<file path="src/rtl/ftrm_pkg.sv">
// shared types and constants for the fan tachometer rpm meter
`default_nettype none

package ftrm_pkg;

  localparam int unsigned DataW = 32;
  localparam int unsigned MulBW = 16;

  localparam logic [MulBW-1:0] MsPerMin = 16'd60000;
  localparam logic [MulBW-1:0] UsPerMs  = 16'd1000;
  localparam logic [DataW-1:0] UsPerMin = 32'd60000000;

  typedef enum logic [1:0] {
    CMD_EDGE    = 2'd0,
    CMD_WINDOW  = 2'd1,
    CMD_INSTANT = 2'd2,
    CMD_NONE    = 2'd3
  } cmd_e;

  typedef enum logic [1:0] {
    REG_PPR     = 2'd0,
    REG_WINDOW  = 2'd1,
    REG_TIMEOUT = 2'd2,
    REG_NONE    = 2'd3
  } reg_e;

  typedef enum logic {
    KIND_WINDOW  = 1'b0,
    KIND_INSTANT = 1'b1
  } kind_e;

  typedef enum logic [2:0] {
    ST_IDLE,
    ST_WIN_DEN,
    ST_WIN_NUM,
    ST_INS_TMO,
    ST_INS_DEN,
    ST_DIV_GO,
    ST_DIV_WAIT,
    ST_OUT
  } state_e;

endpackage

`default_nettype wire

</file>
<file path="src/rtl/ftrm_mul.sv">
// shared registered multiplier, low 32 bits of a 32 by 16 product
`default_nettype none

module ftrm_mul
  import ftrm_pkg::*;
(
  input  wire logic             clk_i,
  input  wire logic [DataW-1:0] a_i,
  input  wire logic [MulBW-1:0] b_i,
  output logic      [DataW-1:0] p_o
);

  logic [DataW+MulBW-1:0] prod;
  logic [DataW-1:0]       p_q;

  assign prod = a_i * b_i;

  // payload only, no reset needed
  always_ff @(posedge clk_i) begin
    p_q <= prod[DataW-1:0];
  end

  assign p_o = p_q;

endmodule

`default_nettype wire

</file>
<file path="src/rtl/ftrm_div.sv">
// radix-2 restoring divider, one quotient bit per cycle
`default_nettype none

module ftrm_div
  import ftrm_pkg::*;
(
  input  wire logic             clk_i,
  input  wire logic             rst_ni,
  input  wire logic             start_i,
  input  wire logic [DataW-1:0] dividend_i,
  input  wire logic [DataW-1:0] divisor_i,
  output logic                  done_o,
  output logic      [DataW-1:0] quot_o
);

  localparam int unsigned CntW = $clog2(DataW);

  logic             busy_q, busy_d;
  logic             done_q, done_d;
  logic [CntW-1:0]  cnt_q, cnt_d;
  logic [DataW-1:0] rem_q, rem_d;
  logic [DataW-1:0] quo_q, quo_d;
  logic [DataW-1:0] dsr_q, dsr_d;
  logic [DataW:0]   rem_sh;
  logic [DataW+1:0] diff;

  assign rem_sh = {rem_q, quo_q[DataW-1]};
  assign diff   = {1'b0, rem_sh} - {2'b00, dsr_q};

  always_comb begin
    busy_d = busy_q;
    done_d = 1'b0;
    cnt_d  = cnt_q;
    rem_d  = rem_q;
    quo_d  = quo_q;
    dsr_d  = dsr_q;
    if (start_i) begin
      busy_d = 1'b1;
      cnt_d  = '0;
      rem_d  = '0;
      quo_d  = dividend_i;
      dsr_d  = divisor_i;
    end else if (busy_q) begin
      // trial subtract, keep it when it does not go negative
      if (!diff[DataW+1]) begin
        rem_d = diff[DataW-1:0];
        quo_d = {quo_q[DataW-2:0], 1'b1};
      end else begin
        rem_d = rem_sh[DataW-1:0];
        quo_d = {quo_q[DataW-2:0], 1'b0};
      end
      cnt_d = cnt_q + 1'b1;
      if (cnt_q == CntW'(DataW - 1)) begin
        busy_d = 1'b0;
        done_d = 1'b1;
      end
    end
  end

  always_ff @(posedge clk_i or negedge rst_ni) begin
    if (!rst_ni) begin
      busy_q <= 1'b0;
      done_q <= 1'b0;
      cnt_q  <= '0;
    end else begin
      busy_q <= busy_d;
      done_q <= done_d;
      cnt_q  <= cnt_d;
    end
  end

  always_ff @(posedge clk_i) begin
    rem_q <= rem_d;
    quo_q <= quo_d;
    dsr_q <= dsr_d;
  end

  assign done_o = done_q;
  assign quot_o = quo_q;

endmodule

`default_nettype wire

</file>
<file path="src/rtl/fan_tach_rpm_meter.sv">
// top level of the fan tachometer rpm meter: sequencer, state and stream ports
`default_nettype none

// Fan speed meter driven by a command stream. Each input beat carries a
// command in tuser: a tach falling edge, a windowed rpm query or an instant
// rpm query (code 3 is dropped). An edge counts a pulse, stamps now_us and
// folds the edge period into a filter ((3*old+new)/4, the first period
// seeds it); it gives no output beat. A windowed query gives
// count*60000/(elapsed_ms*pulses_per_rev) once window_ms has gone by, then
// clears the count and restarts the window; an early query answers 0, as
// does a zero denominator. An instant query gives
// 60000000/(period*pulses_per_rev), or 0 with no edge, no period, a zero
// pulses_per_rev, a zero denominator or an edge older than timeout_ms. A
// full query makes two passes through one shared 32x16 multiplier, then a
// 32-step radix-2 divider, one quotient bit per cycle. The input is not
// ready while a query is being worked on; a finished answer sits in an
// output register so the next beat can be taken while it waits. All
// arithmetic wraps at 32 bits. Configuration writes are registered and
// always ready; write them only while idle.

module fan_tach_rpm_meter
  import ftrm_pkg::*;
(
  input  wire logic             clk_i,
  input  wire logic             rst_ni,
  // command stream
  input  wire logic             s_axis_tvalid,
  output logic                  s_axis_tready,
  input  wire logic [63:0]      s_axis_tdata,  // [31:0] now_us, [63:32] now_ms
  input  wire logic [1:0]       s_axis_tuser,  // [1:0] cmd
  // answer stream
  output logic                  m_axis_tvalid,
  input  wire logic             m_axis_tready,
  output logic      [31:0]      m_axis_tdata,  // [31:0] rpm
  output logic                  m_axis_tuser,  // [0] query_kind
  // register writes
  input  wire logic             cfg_valid_i,
  output logic                  cfg_ready_o,
  input  wire logic [1:0]       cfg_index_i,
  input  wire logic [DataW-1:0] cfg_data_i
);

  // configuration
  logic [7:0]       ppr_q;
  logic [DataW-1:0] window_q, timeout_q;

  // measurement state
  logic [DataW-1:0] cnt_q, cnt_d;
  logic [DataW-1:0] ws_q, ws_d;
  logic [DataW-1:0] last_q, last_d;
  logic [DataW-1:0] pf_q, pf_d;
  logic             seen_q, seen_d;

  // sequencer and working registers
  state_e           state_q, state_d;
  kind_e            kind_q, kind_d;
  logic [DataW-1:0] us_q, us_d;
  logic [DataW-1:0] elap_q, elap_d;
  logic [DataW-1:0] puls_q, puls_d;
  logic [DataW-1:0] den_q, den_d;
  logic [DataW-1:0] res_q, res_d;

  // output register
  logic             ov_q, ov_d;
  logic [DataW-1:0] orpm_q, orpm_d;
  logic             okind_q, okind_d;

  // shared units
  logic [DataW-1:0] mul_a, mul_p;
  logic [MulBW-1:0] mul_b;
  logic             div_start, div_done;
  logic [DataW-1:0] div_num, div_den, div_quot;

  logic             in_acc;
  cmd_e             cmd;
  logic [DataW-1:0] now_us, now_ms;
  logic [DataW-1:0] delta, filt, elapsed, age;
  logic             out_free;

  assign cmd    = cmd_e'(s_axis_tuser);
  assign now_us = s_axis_tdata[31:0];
  assign now_ms = s_axis_tdata[63:32];

  assign s_axis_tready = (state_q == ST_IDLE);
  assign in_acc        = s_axis_tvalid && s_axis_tready;
  assign out_free      = !ov_q || m_axis_tready;
  assign cfg_ready_o   = 1'b1;

  // edge period filter, wraps like the 32-bit sum it is
  assign delta   = now_us - last_q;
  assign filt    = (pf_q + {pf_q[DataW-2:0], 1'b0} + delta) >> 2;
  assign elapsed = now_ms - ws_q;
  assign age     = us_q - last_q;

  ftrm_mul u_mul (
    .clk_i (clk_i),
    .a_i   (mul_a),
    .b_i   (mul_b),
    .p_o   (mul_p)
  );

  ftrm_div u_div (
    .clk_i      (clk_i),
    .rst_ni     (rst_ni),
    .start_i    (div_start),
    .dividend_i (div_num),
    .divisor_i  (div_den),
    .done_o     (div_done),
    .quot_o     (div_quot)
  );

  // instant: 60000000 over the product just made; windowed: product just made over stored den
  assign div_num = (kind_q == KIND_INSTANT) ? UsPerMin : mul_p;
  assign div_den = (kind_q == KIND_INSTANT) ? mul_p : den_q;

  always_comb begin
    state_d   = state_q;
    kind_d    = kind_q;
    us_d      = us_q;
    elap_d    = elap_q;
    puls_d    = puls_q;
    den_d     = den_q;
    res_d     = res_q;
    cnt_d     = cnt_q;
    ws_d      = ws_q;
    last_d    = last_q;
    pf_d      = pf_q;
    seen_d    = seen_q;
    ov_d      = ov_q;
    orpm_d    = orpm_q;
    okind_d   = okind_q;
    mul_a     = pf_q;
    mul_b     = MulBW'(ppr_q);
    div_start = 1'b0;

    if (ov_q && m_axis_tready) begin
      ov_d = 1'b0;
    end

    case (state_q)
      ST_IDLE: begin
        if (in_acc) begin
          case (cmd)
            CMD_EDGE: begin
              cnt_d = cnt_q + 1'b1;
              if (seen_q) begin
                pf_d = (pf_q == '0) ? delta : filt;
              end
              last_d = now_us;
              seen_d = 1'b1;
            end
            CMD_WINDOW: begin
              kind_d = KIND_WINDOW;
              if (elapsed < window_q) begin
                res_d   = '0;
                state_d = ST_OUT;
              end else begin
                elap_d  = elapsed;
                puls_d  = cnt_q;
                cnt_d   = '0;
                ws_d    = now_ms;
                state_d = ST_WIN_DEN;
              end
            end
            CMD_INSTANT: begin
              kind_d = KIND_INSTANT;
              us_d   = now_us;
              if (!seen_q || pf_q == '0 || ppr_q == '0) begin
                res_d   = '0;
                state_d = ST_OUT;
              end else begin
                state_d = ST_INS_TMO;
              end
            end
            default: ;
          endcase
        end
      end
      ST_WIN_DEN: begin
        mul_a   = elap_q;
        mul_b   = MulBW'(ppr_q);
        state_d = ST_WIN_NUM;
      end
      ST_WIN_NUM: begin
        den_d   = mul_p;
        mul_a   = puls_q;
        mul_b   = MsPerMin;
        state_d = ST_DIV_GO;
      end
      ST_INS_TMO: begin
        mul_a   = timeout_q;
        mul_b   = UsPerMs;
        state_d = ST_INS_DEN;
      end
      ST_INS_DEN: begin
        // an age equal to the timeout still counts
        mul_a = pf_q;
        mul_b = MulBW'(ppr_q);
        if (age > mul_p) begin
          res_d   = '0;
          state_d = ST_OUT;
        end else begin
          state_d = ST_DIV_GO;
        end
      end
      ST_DIV_GO: begin
        if (div_den == '0) begin
          res_d   = '0;
          state_d = ST_OUT;
        end else begin
          div_start = 1'b1;
          state_d   = ST_DIV_WAIT;
        end
      end
      ST_DIV_WAIT: begin
        if (div_done) begin
          res_d   = div_quot;
          state_d = ST_OUT;
        end
      end
      ST_OUT: begin
        if (out_free) begin
          ov_d    = 1'b1;
          orpm_d  = res_q;
          okind_d = kind_q;
          state_d = ST_IDLE;
        end
      end
      default: state_d = ST_IDLE;
    endcase
  end

  always_ff @(posedge clk_i or negedge rst_ni) begin
    if (!rst_ni) begin
      state_q <= ST_IDLE;
    end else begin
      state_q <= state_d;
    end
  end

  always_ff @(posedge clk_i or negedge rst_ni) begin
    if (!rst_ni) begin
      cnt_q     <= '0;
      ws_q      <= '0;
      last_q    <= '0;
      pf_q      <= '0;
      seen_q    <= 1'b0;
      ov_q      <= 1'b0;
      ppr_q     <= 8'd2;
      window_q  <= 32'd1000;
      timeout_q <= 32'd500;
    end else begin
      cnt_q  <= cnt_d;
      ws_q   <= ws_d;
      last_q <= last_d;
      pf_q   <= pf_d;
      seen_q <= seen_d;
      ov_q   <= ov_d;
      if (cfg_valid_i) begin
        case (reg_e'(cfg_index_i))
          REG_PPR:     ppr_q     <= cfg_data_i[7:0];
          REG_WINDOW:  window_q  <= cfg_data_i;
          REG_TIMEOUT: timeout_q <= cfg_data_i;
          default: ;
        endcase
      end
    end
  end

  // working payload, no reset
  always_ff @(posedge clk_i) begin
    kind_q  <= kind_d;
    us_q    <= us_d;
    elap_q  <= elap_d;
    puls_q  <= puls_d;
    den_q   <= den_d;
    res_q   <= res_d;
    orpm_q  <= orpm_d;
    okind_q <= okind_d;
  end

  assign m_axis_tvalid = ov_q;
  assign m_axis_tdata  = orpm_q;
  assign m_axis_tuser  = okind_q;

endmodule

`default_nettype wire

</file>
<file path="config.mk">
export PLATFORM = sky130hd
export DESIGN_NAME = fan_tach_rpm_meter
export DESIGN_NICKNAME = d
export VERILOG_FILES = /design/src/rtl/ftrm_pkg.sv /design/src/rtl/ftrm_mul.sv /design/src/rtl/ftrm_div.sv /design/src/rtl/fan_tach_rpm_meter.sv
export SDC_FILE = /design/constraint.sdc
export NUM_CORES = 2
export LEC_CHECK = 0
export BUFFER_PORTS_ARGS = -buffer_cell sky130_fd_sc_hd__buf_2
export CELL_PAD_IN_SITES_DETAIL_PLACEMENT = 1
export CELL_PAD_IN_SITES_GLOBAL_PLACEMENT = 2
export CORE_MARGIN = 1.5
export CORE_UTILIZATION = 40
export CTS_BUF_LIST = sky130_fd_sc_hd__clkbuf_8
export CTS_CLUSTER_DIAMETER = 30
export CTS_CLUSTER_SIZE = 20
export DETAILED_ROUTE_END_ITERATION = 12
export PLACE_DENSITY = 0.81
export SKIP_LAST_GASP = 1
export SYNTH_ARGS = -nofsm -noshare
export SYNTH_HDL_FRONTEND = slang
export SYNTH_SLANG_ARGS = --single-unit
</file>
<file path="constraint.sdc">
create_clock -name clk_i -period 16.45 [get_ports clk_i]
set_input_delay 0.8225 -clock clk_i [delete_from_list [all_inputs] [get_ports clk_i]]
set_output_delay 0.8225 -clock clk_i [all_outputs]
set_load 0.02 [all_outputs]
</file>
==> flow_summary.toml <==
[power_and_ir_drop]
power.internal_w = 0.004531
power-per-cell-area_mw_per_mm2 = 168.2
ir_drop_v = 0.0002160
power.leakage_nw = 21.45
p_seq_frac = 0.214
combPwrFrac = 0.548
netSwitchingFraction = 0.4191
clockPowerShare = 0.238
p_sw_w = 0.003269
finalPower_w = 0.007800

[logic_synthesis]
synth-edff-count = 256
syn_inst = 4220
synth_area_per_cell_um2 = 9.716
async_reset_ff_frac = 0.3939
synth_flop_cell = "edfxtp_1"
synth_area_leader_cell = "edfxtp_1"
synth_top_cell_area_share = 0.1875
synth_warnings = 0
synth-seq-cells = 528
syn_area_mm2 = 0.04100
yosysSeqAreaShare = 0.3461
synthDistinctLibCells = 86
ys_top_cells_by_area = "edfxtp_1, fa_1, dfrtp_1"
synthesis.nets = 4940

[clock_network]
cts_sinks = 528
cts_root_buffer = "clkbuf_8"
numCtsBuffers = 131
clk_pin_slew_ns = 0.06
cts_tree = "done"
clock_latency_ns = 0.81
htree_levels = 4
cts_buffer_depth = 3

[cells_and_area]
layout_common_cells = "inv_1, nand2_1, ha_1"
final_common_cell = "inv_1"
stdcell_count = 5880
drive_gt1_frac = 0.1308
nets = 5120
area_growth_pct = 13.12

[job]
cap_violations = 0

[drt]
vias_per_cell = 5.287
wire_per_inst_um = 20.99
vias = 31087
totalWireLength_um = 123400
firstDrtPassIters = 7
ant_nets = 0
drtIter0Drc = 1692
remaining_drc_errors = 0

[placed_design]
io_buffers = 139
hpwl_um = 97750
gp_congestion = 0.9095
pre_cts_ws_ns = 7.868
post-place-cells = 5634

[timing]
whs_ns = 0.2423
max_slew.worst_pin.slew_ns = 1.241
setup_violations = 0
fmax_mhz = 116.5
grt_setup_unrepaired = "false"
period_share = 0.5219
slew_viol_final = 0
final.setup.tns_ns = 0
fin_skew_ns = 0.03091
slew_headroom = 0.1726
worst_slack_ns = 7.865
min_period_ns = 8.585
hold_viol = 0

[global_routing]
grt_pass1_wl_um = 193000
grt_pass1_vias = 33187
grt-ovfl-total = 0
antenna_found_initial = 4
grt_usage = 0.2423
grt_max_degree = 133

[worst_setup_path]
critPathMaxFanout = 40
crit_required_ns = 17.19
crit_path_start_kind = "flip-flop"
end_kind = "flip-flop"
worstPathArrival_ns = 9.33
critPathKind = "flip-flop to flip-flop"

[die]
die_w_um = 323.2
io_pins = 141
start_util = 0.4030
dieArea_mm2 = 0.1044
core_mm2 = 0.1017
placementRows = 117
die_h_um = 323.2

[min_path]
hold_class = "primary input to flip-flop"

[status]
outcome = "complete, no violations"
[path summary, 6_finish.rpt]
kind / from / end / slack, ns / cells past startpoint
worst max-delay path: state_q[0] / u_mul.p_o[30] / 7.87 / 26
min in group asynchronous: rst_ni / last_q[19] / 0.60 / 2
worst max register to register: state_q[0] / u_mul.p_o[30] / 7.87 / 26
max in group asynchronous: rst_ni / ws_q[1] / 14.49 / 3
worst min-delay path: s_axis_tdata[23] / us_q[23] / 0.24 / 1
worst min register to register: res_q[16] / m_axis_tdata[16] / 0.42 / 0
[what timing repair did]
item	CTS	global route
gates resized for setup	0	0
endpoints found under the hold margin	15	0
setup buffers	0	0
hold buffers	1	0
endpoints found under the setup margin	0	0
[routing by layer]
metal	global-route usage	up-vias	wire length, um
met3	0.03418	197	4850
met1	0.3169	15593	55680
li1	-	14675	-
met2	0.4015	620	57950
met4	0.1022	2	4760
met5	0	-	154
[kinds of logic (layout without fill, tap and decap cells)]
family,count (synthesis),count (layout),synth area share
xor+xnor,223,223,0.04763
buf+inv,751,1041,0.06951
other cells,1,3,0.00009146
fa+ha+maj,618,618,0.2413
compound gates,867,867,0.1328
mux,162,162,0.04309
flops,528,528,0.3461
simple gates,1070,1070,0.1195
[metrics by stage]
| stage | area [um^2] | util |
|---|---|---|
| 2_1_floorplan | 41000 | - |
| 3_3_place_gp | 43270 | 0.4253 |
| 3_5_place_dp | 43270 | 0.4253 |
| 4_1_cts | 46370 | 0.4558 |
| 5_1_grt | 46380 | 0.4559 |
| 6_report | 46380 | 0.4559 |
[power groups by stage]
| stage | Clock [W] | Sequential [W] | Combinational (W) |
|---|---|---|---|
| after CTS | 0.00190 | 0.00167 | 0.00436 |
| after global routing | 0.00196 | 0.00167 | 0.00492 |
| after floorplan | 0 | 0.00162 | 0.00324 |
| final | 0.00186 | 0.00167 | 0.00428 |
| after global placement | 0 | 0.00169 | 0.00424 |
| after detailed placement | 0 | 0.00169 | 0.00432 |
[critical path, stage by stage (launching register included)]
cell and delay [ns]:
dfrtp_2 0.34, buf_4 0.41, inv_1 0.49, nor2_2 0.20, buf_4 0.39, a21o_1 0.91
nand2_1 0.16, fa_1 0.51, fa_1 0.51, fa_1 0.54, inv_1 0.06, fa_1 0.48
fa_1 0.51, inv_1 0.06, fa_1 0.49, inv_1 0.05, ha_1 0.35, and3_1 0.24
and3_1 0.19, o21a_1 0.16, o21ai_0 0.23, a31oi_1 0.16, o21a_1 0.19, nor2_1 0.24
o31ai_1 0.15, o41ai_1 0.31, xnor2_1 0.16
[area by class of cell]
class	instances	area [um^2]
timing repair buffer	185	1066
multi-input combinational	2941	24000
clock inverter	96	1074
sequential	528	14190
fill	11570	55360
clock buffer	147	2023
inverter	613	2301
tap	1368	1712
antenna	2	5.005
[synth_stat cells, types with 10 or more instances]
cell type / instances
fa_1: 289
buf_2: 10
nor3_1: 47
mux2_2: 116
mux2i_1: 46
or3_1: 12
o211ai_1: 25
nand3_1: 61
nor4_1: 16
nor3b_1: 10
nand2_1: 394
a21oi_1: 249
o31ai_1: 32
dfrtp_1: 195
buf_1: 13
and3_1: 37
a22oi_1: 14
a21o_1: 97
inv_1: 613
clkbuf_1: 111
dfxtp_1: 64
ha_1: 326
dfstp_2: 13
o21bai_1: 23
o22ai_1: 24
nand4_1: 34
o21ai_0: 227
or2_2: 11
nand2b_1: 39
nor2_1: 305
xnor2_1: 131
xor2_1: 92
a31oi_1: 12
nor2b_1: 23
o21a_1: 42
edfxtp_1: 256
and2_1: 48
a211oi_1: 34
Note: power is estimated with default switching activity, not from simulation.
